## config.mk

```make
export PLATFORM = sky130hd
export DESIGN_NAME = sha1_hash_engine_unit
export DESIGN_NICKNAME = d
export VERILOG_FILES = /design/src/sv/sha1_pkg.sv /design/src/sv/sha1_datapath.sv /design/src/sv/sha1_ctrl.sv /design/src/sv/sha1_hash_engine_unit.sv
export SDC_FILE = /design/constraint.sdc
export NUM_CORES = 2
export LEC_CHECK = 0
export BUFFER_PORTS_ARGS = -buffer_cell sky130_fd_sc_hd__buf_4
export CORE_UTILIZATION = 50
export DETAILED_ROUTE_END_ITERATION = 8
export PLACE_DENSITY = 0.7
export SLEW_MARGIN = 30
export SYNTH_ARGS = -nofsm -noshare
export SYNTH_HDL_FRONTEND = slang
export SYNTH_SLANG_ARGS = --single-unit
```

## constraint.sdc

```tcl
create_clock -name clk -period 28.6 [get_ports clk]
set_input_delay 5.72 -clock clk [delete_from_list [all_inputs] [get_ports clk]]
set_output_delay 5.72 -clock clk [all_outputs]
set_load 0.01 [all_outputs]
```

## src/sv/sha1_pkg.sv

```systemverilog
`timescale 1ns / 1ps
// ----------------------------------------------------------------------------
// sha1_pkg
// Shared types, constants and the command bundle of the SHA-1 engine.
// ----------------------------------------------------------------------------
package sha1_pkg;

    localparam int NUM_WORDS   = 5;
    localparam int BLOCK_BYTES = 64;
    localparam int ROUNDS      = 80;

    localparam logic [4:0][31:0] H_INIT = {
        32'hC3D2E1F0, 32'h10325476, 32'h98BADCFE, 32'hEFCDAB89, 32'h67452301
    };

    localparam logic [31:0] K_STAGE0 = 32'h5A827999;
    localparam logic [31:0] K_STAGE1 = 32'h6ED9EBA1;
    localparam logic [31:0] K_STAGE2 = 32'h8F1BBCDC;
    localparam logic [31:0] K_STAGE3 = 32'hCA62C1D6;

    localparam logic [5:0] LAST_POS   = 6'd63;
    localparam logic [5:0] LENGTH_POS = 6'd56;
    localparam logic [6:0] LAST_ROUND = 7'd79;
    localparam logic [2:0] LAST_WORD  = 3'd4;
    localparam logic [2:0] LAST_LEN   = 3'd7;

    typedef enum logic [1:0] {
        SRC_MSG,
        SRC_PAD80,
        SRC_ZERO,
        SRC_LEN
    } byte_src_t;

    typedef enum logic [1:0] {
        STG_CH,
        STG_PAR1,
        STG_MAJ,
        STG_PAR2
    } round_stage_t;

    typedef struct packed {
        logic         shift_en;
        byte_src_t    byte_src;
        logic [2:0]   len_idx;
        logic         count_en;
        logic         load_work;
        logic         round_en;
        round_stage_t stage;
        logic         finish_en;
        logic         chain_init;
        logic         out_load;
        logic [2:0]   out_idx;
    } dp_cmd_t;

endpackage

```

## src/sv/sha1_datapath.sv

```systemverilog
`timescale 1ns / 1ps
// ----------------------------------------------------------------------------
// sha1_datapath
// Block shift line, message schedule, round logic, chain value, bit count
// and digest output register.
// ----------------------------------------------------------------------------
module sha1_datapath (
    input  logic               clk,
    input  logic               rst_n,
    input  sha1_pkg::dp_cmd_t  cmd,
    input  logic [7:0]         message_byte,
    output logic [31:0]        digest_word,
    output logic [2:0]         word_number,
    output logic               final_word
);

    logic [511:0]      blk_reg, blk_next;
    logic [31:0]       a_reg, b_reg, c_reg, d_reg, e_reg;
    logic [4:0][31:0]  chain_reg, chain_next;
    logic [63:0]       bit_count_reg, bit_count_next;
    logic [31:0]       digest_word_reg;
    logic [2:0]        word_number_reg;
    logic              final_word_reg;

    logic [7:0]        byte_in;
    logic [31:0]       w0;
    logic [31:0]       sched_x;
    logic [31:0]       sched_w;
    logic [31:0]       f_val;
    logic [31:0]       k_val;
    logic [31:0]       t_val;

    always_comb
    begin
        case (cmd.byte_src)
            sha1_pkg::SRC_MSG:   byte_in = message_byte;
            sha1_pkg::SRC_PAD80: byte_in = 8'h80;
            sha1_pkg::SRC_ZERO:  byte_in = 8'h00;
            sha1_pkg::SRC_LEN:   byte_in = bit_count_reg[{~cmd.len_idx, 3'b111} -: 8];
            default:             byte_in = 8'h00;
        endcase
    end

    assign w0      = blk_reg[511:480];
    assign sched_x = blk_reg[95:64] ^ blk_reg[255:224] ^ blk_reg[447:416] ^ w0;
    assign sched_w = {sched_x[30:0], sched_x[31]};

    always_comb
    begin
        case (cmd.stage)
            sha1_pkg::STG_CH:
            begin
                f_val = (b_reg & c_reg) | (~b_reg & d_reg);
                k_val = sha1_pkg::K_STAGE0;
            end
            sha1_pkg::STG_PAR1:
            begin
                f_val = b_reg ^ c_reg ^ d_reg;
                k_val = sha1_pkg::K_STAGE1;
            end
            sha1_pkg::STG_MAJ:
            begin
                f_val = (b_reg & c_reg) | (b_reg & d_reg) | (c_reg & d_reg);
                k_val = sha1_pkg::K_STAGE2;
            end
            default:
            begin
                f_val = b_reg ^ c_reg ^ d_reg;
                k_val = sha1_pkg::K_STAGE3;
            end
        endcase
    end

    assign t_val = {a_reg[26:0], a_reg[31:27]} + f_val + e_reg + k_val + w0;

    always_comb
    begin
        blk_next = blk_reg;
        if (cmd.shift_en)
        begin
            blk_next = {blk_reg[503:0], byte_in};
        end
        else if (cmd.round_en)
        begin
            blk_next = {blk_reg[479:0], sched_w};
        end
    end

    always_comb
    begin
        chain_next = chain_reg;
        if (cmd.chain_init)
        begin
            chain_next = sha1_pkg::H_INIT;
        end
        else if (cmd.finish_en)
        begin
            chain_next[0] = chain_reg[0] + a_reg;
            chain_next[1] = chain_reg[1] + b_reg;
            chain_next[2] = chain_reg[2] + c_reg;
            chain_next[3] = chain_reg[3] + d_reg;
            chain_next[4] = chain_reg[4] + e_reg;
        end
    end

    always_comb
    begin
        bit_count_next = bit_count_reg;
        if (cmd.chain_init)
        begin
            bit_count_next = 64'd0;
        end
        else if (cmd.count_en)
        begin
            bit_count_next = bit_count_reg + 64'd8;
        end
    end

    always_ff @(posedge clk or negedge rst_n)
    begin
        if (!rst_n)
        begin
            chain_reg     <= sha1_pkg::H_INIT;
            bit_count_reg <= 64'd0;
        end
        else
        begin
            chain_reg     <= chain_next;
            bit_count_reg <= bit_count_next;
        end
    end

    always_ff @(posedge clk)
    begin
        blk_reg <= blk_next;
        if (cmd.load_work)
        begin
            a_reg <= chain_reg[0];
            b_reg <= chain_reg[1];
            c_reg <= chain_reg[2];
            d_reg <= chain_reg[3];
            e_reg <= chain_reg[4];
        end
        else if (cmd.round_en)
        begin
            a_reg <= t_val;
            b_reg <= a_reg;
            c_reg <= {b_reg[1:0], b_reg[31:2]};
            d_reg <= c_reg;
            e_reg <= d_reg;
        end
        if (cmd.out_load)
        begin
            digest_word_reg <= chain_reg[cmd.out_idx];
            word_number_reg <= cmd.out_idx;
            final_word_reg  <= (cmd.out_idx == sha1_pkg::LAST_WORD);
        end
    end

    assign digest_word = digest_word_reg;
    assign word_number = word_number_reg;
    assign final_word  = final_word_reg;

endmodule

```

## src/sv/sha1_ctrl.sv

```systemverilog
`timescale 1ns / 1ps
// ----------------------------------------------------------------------------
// sha1_ctrl
// Sequencer for byte intake, compression rounds, padding and digest output.
// ----------------------------------------------------------------------------
module sha1_ctrl (
    input  logic               clk,
    input  logic               rst_n,
    input  logic               in_valid,
    output logic               in_ready,
    input  logic               byte_present,
    input  logic               end_of_message,
    output logic               out_valid,
    input  logic               out_ready,
    output sha1_pkg::dp_cmd_t  cmd
);

    typedef enum logic [2:0] {
        S_IDLE,
        S_ROUND,
        S_FINISH,
        S_PAD80,
        S_ZERO,
        S_LEN,
        S_EMIT
    } state_t;

    typedef enum logic [1:0] {
        RET_IDLE,
        RET_PAD80,
        RET_ZERO,
        RET_EMIT
    } ret_t;

    state_t     state_reg, state_next;
    ret_t       ret_reg, ret_next;
    logic [6:0] rnd_reg, rnd_next;
    logic [5:0] pos_reg, pos_next;
    logic       wrap_reg, wrap_next;
    logic [2:0] len_reg, len_next;
    logic [2:0] wcnt_reg, wcnt_next;
    logic       out_valid_reg, out_valid_next;

    always_comb
    begin
        state_next     = state_reg;
        ret_next       = ret_reg;
        rnd_next       = rnd_reg;
        pos_next       = pos_reg;
        wrap_next      = wrap_reg;
        len_next       = len_reg;
        wcnt_next      = wcnt_reg;
        out_valid_next = out_valid_reg && !out_ready;

        cmd            = '0;
        cmd.byte_src   = sha1_pkg::SRC_ZERO;
        cmd.len_idx    = len_reg;
        cmd.out_idx    = wcnt_reg;
        if (rnd_reg < 7'd20)
        begin
            cmd.stage = sha1_pkg::STG_CH;
        end
        else if (rnd_reg < 7'd40)
        begin
            cmd.stage = sha1_pkg::STG_PAR1;
        end
        else if (rnd_reg < 7'd60)
        begin
            cmd.stage = sha1_pkg::STG_MAJ;
        end
        else
        begin
            cmd.stage = sha1_pkg::STG_PAR2;
        end

        case (state_reg)
            S_IDLE:
            begin
                if (in_valid)
                begin
                    if (byte_present)
                    begin
                        cmd.shift_en = 1'b1;
                        cmd.byte_src = sha1_pkg::SRC_MSG;
                        cmd.count_en = 1'b1;
                        pos_next     = pos_reg + 6'd1;
                        if (pos_reg == sha1_pkg::LAST_POS)
                        begin
                            cmd.load_work = 1'b1;
                            rnd_next      = 7'd0;
                            state_next    = S_ROUND;
                            ret_next      = end_of_message ? RET_PAD80 : RET_IDLE;
                        end
                        else if (end_of_message)
                        begin
                            state_next = S_PAD80;
                        end
                    end
                    else if (end_of_message)
                    begin
                        state_next = S_PAD80;
                    end
                end
            end
            S_ROUND:
            begin
                cmd.round_en = 1'b1;
                rnd_next     = rnd_reg + 7'd1;
                if (rnd_reg == sha1_pkg::LAST_ROUND)
                begin
                    state_next = S_FINISH;
                end
            end
            S_FINISH:
            begin
                cmd.finish_en = 1'b1;
                case (ret_reg)
                    RET_IDLE:  state_next = S_IDLE;
                    RET_PAD80: state_next = S_PAD80;
                    RET_ZERO:  state_next = S_ZERO;
                    RET_EMIT:  state_next = S_EMIT;
                    default:   state_next = S_IDLE;
                endcase
            end
            S_PAD80:
            begin
                cmd.shift_en = 1'b1;
                cmd.byte_src = sha1_pkg::SRC_PAD80;
                pos_next     = pos_reg + 6'd1;
                wrap_next    = (pos_reg >= sha1_pkg::LENGTH_POS);
                if (pos_reg == sha1_pkg::LAST_POS)
                begin
                    cmd.load_work = 1'b1;
                    rnd_next      = 7'd0;
                    wrap_next     = 1'b0;
                    ret_next      = RET_ZERO;
                    state_next    = S_ROUND;
                end
                else
                begin
                    state_next = S_ZERO;
                end
            end
            S_ZERO:
            begin
                if (!wrap_reg && (pos_reg == sha1_pkg::LENGTH_POS))
                begin
                    len_next   = 3'd0;
                    state_next = S_LEN;
                end
                else
                begin
                    cmd.shift_en = 1'b1;
                    cmd.byte_src = sha1_pkg::SRC_ZERO;
                    pos_next     = pos_reg + 6'd1;
                    if (pos_reg == sha1_pkg::LAST_POS)
                    begin
                        cmd.load_work = 1'b1;
                        rnd_next      = 7'd0;
                        wrap_next     = 1'b0;
                        ret_next      = RET_ZERO;
                        state_next    = S_ROUND;
                    end
                end
            end
            S_LEN:
            begin
                cmd.shift_en = 1'b1;
                cmd.byte_src = sha1_pkg::SRC_LEN;
                pos_next     = pos_reg + 6'd1;
                len_next     = len_reg + 3'd1;
                if (len_reg == sha1_pkg::LAST_LEN)
                begin
                    cmd.load_work = 1'b1;
                    rnd_next      = 7'd0;
                    wcnt_next     = 3'd0;
                    ret_next      = RET_EMIT;
                    state_next    = S_ROUND;
                end
            end
            S_EMIT:
            begin
                if (!out_valid_reg || out_ready)
                begin
                    cmd.out_load   = 1'b1;
                    out_valid_next = 1'b1;
                    wcnt_next      = wcnt_reg + 3'd1;
                    if (wcnt_reg == sha1_pkg::LAST_WORD)
                    begin
                        cmd.chain_init = 1'b1;
                        state_next     = S_IDLE;
                    end
                end
            end
            default:
            begin
                state_next = S_IDLE;
            end
        endcase
    end

    always_ff @(posedge clk or negedge rst_n)
    begin
        if (!rst_n)
        begin
            state_reg     <= S_IDLE;
            ret_reg       <= RET_IDLE;
            rnd_reg       <= 7'd0;
            pos_reg       <= 6'd0;
            wrap_reg      <= 1'b0;
            len_reg       <= 3'd0;
            wcnt_reg      <= 3'd0;
            out_valid_reg <= 1'b0;
        end
        else
        begin
            state_reg     <= state_next;
            ret_reg       <= ret_next;
            rnd_reg       <= rnd_next;
            pos_reg       <= pos_next;
            wrap_reg      <= wrap_next;
            len_reg       <= len_next;
            wcnt_reg      <= wcnt_next;
            out_valid_reg <= out_valid_next;
        end
    end

    assign in_ready  = (state_reg == S_IDLE);
    assign out_valid = out_valid_reg;

endmodule

```

## src/sv/sha1_hash_engine_unit.sv

```systemverilog
`timescale 1ns / 1ps
// ----------------------------------------------------------------------------
// sha1_hash_engine_unit
// Streaming SHA-1 engine: one byte per input transaction, five digest words
// per message.
// ----------------------------------------------------------------------------
//  Channel  Handshake            Payload
//  input    in_valid/in_ready    message_byte, byte_present, end_of_message
//  output   out_valid/out_ready  digest_word, word_number, final_word
//
// A byte is taken while the engine is idle; every 64th byte holds off input for
// the 80 rounds of the shared round unit and the chain update.
// A final transaction adds padding bytes up to the length field, 8 length
// bytes, one or two compressions, and the emission of 5 digest words.
// Reset is immediate; no clearing pass is needed.
// The output register holds a digest word while the next message is taken in;
// a stalled output holds only the digest emission.
// ----------------------------------------------------------------------------
module sha1_hash_engine_unit (
    input  logic        clk,
    input  logic        rst_n,
    input  logic        in_valid,
    output logic        in_ready,
    input  logic [7:0]  message_byte,
    input  logic        byte_present,
    input  logic        end_of_message,
    output logic        out_valid,
    input  logic        out_ready,
    output logic [31:0] digest_word,
    output logic [2:0]  word_number,
    output logic        final_word
);

    sha1_pkg::dp_cmd_t cmd;

    sha1_ctrl u_ctrl (
        .clk            (clk),
        .rst_n          (rst_n),
        .in_valid       (in_valid),
        .in_ready       (in_ready),
        .byte_present   (byte_present),
        .end_of_message (end_of_message),
        .out_valid      (out_valid),
        .out_ready      (out_ready),
        .cmd            (cmd)
    );

    sha1_datapath u_datapath (
        .clk          (clk),
        .rst_n        (rst_n),
        .cmd          (cmd),
        .message_byte (message_byte),
        .digest_word  (digest_word),
        .word_number  (word_number),
        .final_word   (final_word)
    );

    a_load_sets_valid: assert property (@(posedge clk) disable iff (!rst_n)
        cmd.out_load |=> out_valid)
        else $error("Digest word loaded but output not valid.");

    a_final_flag: assert property (@(posedge clk) disable iff (!rst_n)
        out_valid |-> (final_word == (word_number == sha1_pkg::LAST_WORD)))
        else $error("Final word flag does not match word number.");

    a_init_with_last: assert property (@(posedge clk) disable iff (!rst_n)
        cmd.chain_init |-> (cmd.out_load && (cmd.out_idx == sha1_pkg::LAST_WORD)))
        else $error("Chain reinitialized before the last digest word.");

    a_no_round_when_ready: assert property (@(posedge clk) disable iff (!rst_n)
        in_ready |-> (!cmd.round_en && !cmd.finish_en))
        else $error("Input ready during compression.");

endmodule
```

==> impl_metrics.prom <==
# TYPE chip_impl_metric gauge
chip_impl_info{name="synth_top_family_by_area",value="simple AND/OR/NAND/NOR gates"} 1
chip_impl_metric{name="areaGrowthSynthToFinish",unit="%"} 9.69
chip_impl_metric{name="yosysSeqAreaShare",unit="%"} 50.0
chip_impl_metric{name="antenna_violations_before_repair",unit=""} 1
chip_impl_info{name="ys_top_cells_by_count",value="sky130_fd_sc_hd__nand2_1 (2037), sky130_fd_sc_hd__edfxtp_1 (708), sky130_fd_sc_hd__o21ai_0 (291)"} 1
chip_impl_metric{name="drt_wl_total",unit="um"} 139000
chip_impl_metric{name="largest_register_ffs",unit=""} 512
chip_impl_metric{name="synthAdderAreaFrac",unit="%"} 9.21
chip_impl_metric{name="post_cts_hold_buffer_count",unit=""} 0
chip_impl_metric{name="layout_min_cycle_time",unit="ns"} 8.78
chip_impl_metric{name="p_sw",unit="mW"} 0.597
chip_impl_info{name="grt_setup_unrepaired",value="no"} 1
chip_impl_metric{name="n_antenna_cell",unit=""} 0
chip_impl_info{name="status",value="finished, final reports clean"} 1
chip_impl_metric{name="yosys.area_share.simple",unit="%"} 19.7
chip_impl_metric{name="regArea",unit="um2"} 27500
chip_impl_info{name="worst_r2r_startpoint",value="u_ctrl.rnd_reg[5]"} 1
chip_impl_metric{name="buffer_ports.inserted",unit=""} 51
chip_impl_metric{name="dp_hpwl",unit="um"} 94900
chip_impl_metric{name="rows",unit=""} 121
chip_impl_info{name="root_buffer",value="sky130_fd_sc_hd__clkbuf_16"} 1
chip_impl_info{name="routed.top_layer",value="met4"} 1
chip_impl_metric{name="numPlacedInstances",unit=""} 7043
chip_impl_metric{name="routed_wire_length_per_instance",unit="um"} 19.3
chip_impl_metric{name="worst_pin_slew",unit="ns"} 1.02
chip_impl_metric{name="vdd_drop_max",unit="mV"} 0.0452
chip_impl_metric{name="initial_core_util",unit="%"} 50.6
chip_impl_metric{name="yosys_warnings",unit=""} 0
chip_impl_metric{name="synth-compound-area-share",unit="%"} 9.93
chip_impl_metric{name="synth_fp_nets",unit=""} 6149
chip_impl_metric{name="drtPass1Iterations",unit=""} 5
chip_impl_metric{name="synth-edff-count",unit=""} 708
chip_impl_metric{name="route.vias.total",unit=""} 41528
chip_impl_metric{name="hold_violations",unit=""} 0
chip_impl_metric{name="power.share.sequential",unit="%"} 50.5
chip_impl_info{name="hold_crit_start",value="u_ctrl.pos_reg[5]"} 1
chip_impl_metric{name="final_cell_area",unit="um2"} 60500
chip_impl_info{name="capturing_element_type_of_the_critical_path",value="register"} 1
chip_impl_metric{name="route.met2.wl",unit="um"} 64100
chip_impl_info{name="crit_path_start_kind",value="input pin"} 1
chip_impl_metric{name="chipHeight",unit="um"} 334
chip_impl_metric{name="post_dp_cell_area",unit="um2"} 56700
chip_impl_metric{name="clock_share_of_power",unit="%"} 49.1
chip_impl_metric{name="post_layout_nonfiller_instances",unit=""} 7239
chip_impl_metric{name="tritoncts.num_buffers",unit=""} 103
chip_impl_metric{name="detail-route-antenna-nets",unit=""} 0
chip_impl_metric{name="maximum_clock_frequency",unit="MHz"} 114
chip_impl_info{name="timing_worst_setup_path_type",value="in2reg"} 1
chip_impl_metric{name="filler_cell_count",unit=""} 9374
chip_impl_metric{name="leakage",unit="nW"} 26.8
chip_impl_metric{name="comb_power_share",unit="%"} 0.3
chip_impl_metric{name="fin_worst_skew",unit="ns"} 0.0242
chip_impl_metric{name="drv_cap",unit=""} 0
chip_impl_metric{name="gp_routability_congestion",unit=""} 0.925
chip_impl_metric{name="synth.distinct_cells",unit=""} 78
chip_impl_metric{name="clk_pin_slew_worst_setup_hold_paths",unit="ns"} 0.06
chip_impl_info{name="tritoncts",value="built"} 1
chip_impl_metric{name="grt_pass1_vias",unit=""} 39740
chip_impl_metric{name="cts_sinks",unit=""} 955
chip_impl_metric{name="drive_gt1_share",unit="%"} 7.24
chip_impl_metric{name="cp.required",unit="ns"} 28.93
chip_impl_metric{name="netlist.area_leader.share",unit="%"} 38.6
chip_impl_metric{name="power_density",unit="nW/um2"} 48.2
chip_impl_metric{name="floorplan.die_area",unit="um2"} 112000
chip_impl_metric{name="grt_start_max_net_pins",unit=""} 255
chip_impl_metric{name="htreeDepth",unit=""} 3
chip_impl_metric{name="worst_reg2reg_setup_slack",unit="ns"} 20.98
chip_impl_metric{name="synth_area",unit="um2"} 55100
chip_impl_metric{name="post_synth.cell_area_avg",unit="um2"} 9.49
chip_impl_metric{name="timing.final.setup_violations",unit=""} 0
chip_impl_metric{name="post-route-drc-count",unit=""} 0
chip_impl_metric{name="clock_tree.buffer_depth",unit=""} 3
chip_impl_info{name="hold_class",value="reg2reg"} 1
chip_impl_metric{name="worstSkewPairLatency",unit="ns"} 0.72
chip_impl_metric{name="final_nets",unit=""} 6081
chip_impl_metric{name="vias_per_cell",unit=""} 5.74
chip_impl_metric{name="cts_resized",unit=""} 0
chip_impl_info{name="synth_area_leaders",value="sky130_fd_sc_hd__edfxtp_1 (39%), sky130_fd_sc_hd__nand2_1 (14%), sky130_fd_sc_hd__dfrtp_1 (7.6%), sky130_fd_sc_hd__ha_1 (4.7%), sky130_fd_sc_hd__fa_1 (4.5%)"} 1
chip_impl_metric{name="detail_route.wirelength.met1",unit="um"} 61600
chip_impl_metric{name="slew-limit-headroom",unit="%"} 32.2
chip_impl_info{name="synth.most_common_cell",value="sky130_fd_sc_hd__nand2_1"} 1
chip_impl_metric{name="initialDrtViolationCount",unit=""} 4427
chip_impl_metric{name="synth-xor-area-share",unit="%"} 5.10
chip_impl_metric{name="detailroute.wirelength.met3",unit="um"} 9140
chip_impl_metric{name="setup_total_negative_slack",unit="ns"} 0
chip_impl_metric{name="flip_flop_and_latch_count_after_synthesis",unit=""} 955
chip_impl_info{name="crit_start",value="byte_present"} 1
chip_impl_metric{name="synthArstFlopShare",unit="%"} 25.9
chip_impl_metric{name="first_pass_grt_wire_length",unit="um"} 219000
chip_impl_metric{name="path_max_fanout",unit=""} 106
chip_impl_metric{name="global_route.usage.total",unit="%"} 24.8
chip_impl_metric{name="fin_hold_ws",unit="ns"} 0.468
chip_impl_metric{name="area_of_the_core",unit="um2"} 109000
chip_impl_metric{name="arrival",unit="ns"} 9.11
chip_impl_info{name="synth_top_cell_by_area",value="sky130_fd_sc_hd__edfxtp_1"} 1
chip_impl_metric{name="postCtsSetupBuffers",unit=""} 0
chip_impl_metric{name="synthCells",unit=""} 5805
chip_impl_metric{name="switching_share",unit="%"} 20.5
chip_impl_metric{name="post_synth_mux_area_share",unit="%"} 2.68
chip_impl_info{name="synth_ff_type",value="sky130_fd_sc_hd__edfxtp_1"} 1
chip_impl_metric{name="globalRoute.totalOverflow",unit=""} 0
chip_impl_metric{name="multi_input_combinational_cell_area",unit="um2"} 25800
chip_impl_metric{name="final.period_utilization",unit="%"} 30.7
chip_impl_metric{name="die_w",unit="um"} 334
chip_impl_metric{name="floorplan.io_pins",unit=""} 52
chip_impl_metric{name="internal_power",unit="mW"} 2.32
chip_impl_metric{name="timing.final.max_slew_violations",unit=""} 0
cell type report:
cell class                 count  area share [%]
multi-input combinational   4358            42.7
sequential                   955            45.6
timing repair buffer          89            1.36
inverter                     230            1.43
tap                         1414            2.93
clock buffer                 122            4.46
clock inverter                71            1.54
stage by stage:
step           power (mW)  util, %  setup WS [ns]
5_1_grt              2.99     55.5          19.62
6_report             2.92     55.5          19.82
3_5_place_dp         1.51     52.1          19.03
3_3_place_gp         1.51     52.0          18.68
2_1_floorplan        1.50        -           9.81
4_1_cts              2.94     55.4          19.76
power by group through the flow:
| stage | Sequential, mW | Combinational [mW] | Clock (mW) |
|---|---|---|---|
| global placement | 1.50 | 0.0100 | 0 |
| CTS | 1.47 | 0.0101 | 1.46 |
| finish | 1.47 | 0.00941 | 1.43 |
| floorplan | 1.50 | 0.000147 | 0 |
| global route | 1.47 | 0.0109 | 1.51 |
| detailed placement | 1.50 | 0.0100 | 0 |
metal layers:
| layer | track usage [%] | up-vias |
|---|---|---|
| met2 | 39.3 | 1408 |
| li1 | - | 19685 |
| met4 | 8.35 | 0 |
| met5 | 0 | - |
| met1 | 35.3 | 20202 |
| met3 | 3.19 | 233 |
cells by family (layout without fill, tap and decap cells):
kind of cell	count (synthesis)	after routing
DFF	955	955
muxes	126	126
adders and majority gates	331	331
and+or+nand+nor	2672	2672
buffers and inverters	492	512
xor gates and xnor gates	321	321
AOI/OAI and AO/OA	908	908
layout by cell type (no fill, tap or decap), types with 18 or more instances in the layout:
master	Yosys	routed
sky130_fd_sc_hd__a211oi_1	23	23
sky130_fd_sc_hd__a21o_1	74	73
sky130_fd_sc_hd__a21oi_1	276	275
sky130_fd_sc_hd__a22oi_1	22	22
sky130_fd_sc_hd__a31oi_1	20	20
sky130_fd_sc_hd__and3_1	32	32
sky130_fd_sc_hd__buf_4	0	72
sky130_fd_sc_hd__bufinv_16	0	18
sky130_fd_sc_hd__clkbuf_16	0	103
sky130_fd_sc_hd__clkinv_2	0	20
sky130_fd_sc_hd__dfrtp_1	167	165
sky130_fd_sc_hd__dfstp_2	80	80
sky130_fd_sc_hd__edfxtp_1	708	708
sky130_fd_sc_hd__fa_1	125	125
sky130_fd_sc_hd__ha_1	205	205
sky130_fd_sc_hd__inv_1	230	229
sky130_fd_sc_hd__mux2_2	33	33
sky130_fd_sc_hd__mux2i_1	79	79
sky130_fd_sc_hd__nand2_1	2037	2031
sky130_fd_sc_hd__nand2b_1	28	27
sky130_fd_sc_hd__nand3_1	111	111
sky130_fd_sc_hd__nand4_1	37	37
sky130_fd_sc_hd__nor2_1	251	248
sky130_fd_sc_hd__nor2b_1	20	20
sky130_fd_sc_hd__nor3_1	68	67
sky130_fd_sc_hd__o211ai_1	19	19
sky130_fd_sc_hd__o21a_1	20	20
sky130_fd_sc_hd__o21ai_0	291	291
sky130_fd_sc_hd__o22ai_1	38	38
sky130_fd_sc_hd__or3_1	19	19
sky130_fd_sc_hd__xnor2_1	193	193
sky130_fd_sc_hd__xor2_1	128	128
critical path: stages:
cell and delay, ns:
sky130_fd_sc_hd__buf_4 0.10, sky130_fd_sc_hd__nand3_1 0.08, sky130_fd_sc_hd__a21oi_1 0.32, sky130_fd_sc_hd__a21oi_4 0.04
sky130_fd_sc_hd__buf_4 0.37, sky130_fd_sc_hd__nand2_8 0.55, sky130_fd_sc_hd__buf_12 0.49, sky130_fd_sc_hd__buf_16 0.41
sky130_fd_sc_hd__buf_6 0.64
final timing paths:
kind | cells after the start | endpoint
setup / recovery | 9 | u_datapath.blk_reg[266]
hold reg to reg | 1 | u_ctrl.pos_reg[5]
hold / removal | 1 | u_ctrl.pos_reg[5]
setup reg to reg | 24 | u_datapath.a_reg[23]
min in group asynchronous | 1 | u_datapath.bit_count_reg[63]
max in group asynchronous | 2 | u_datapath.chain_reg[72]
No activity file was read; power rests on OpenSTA's default activity.
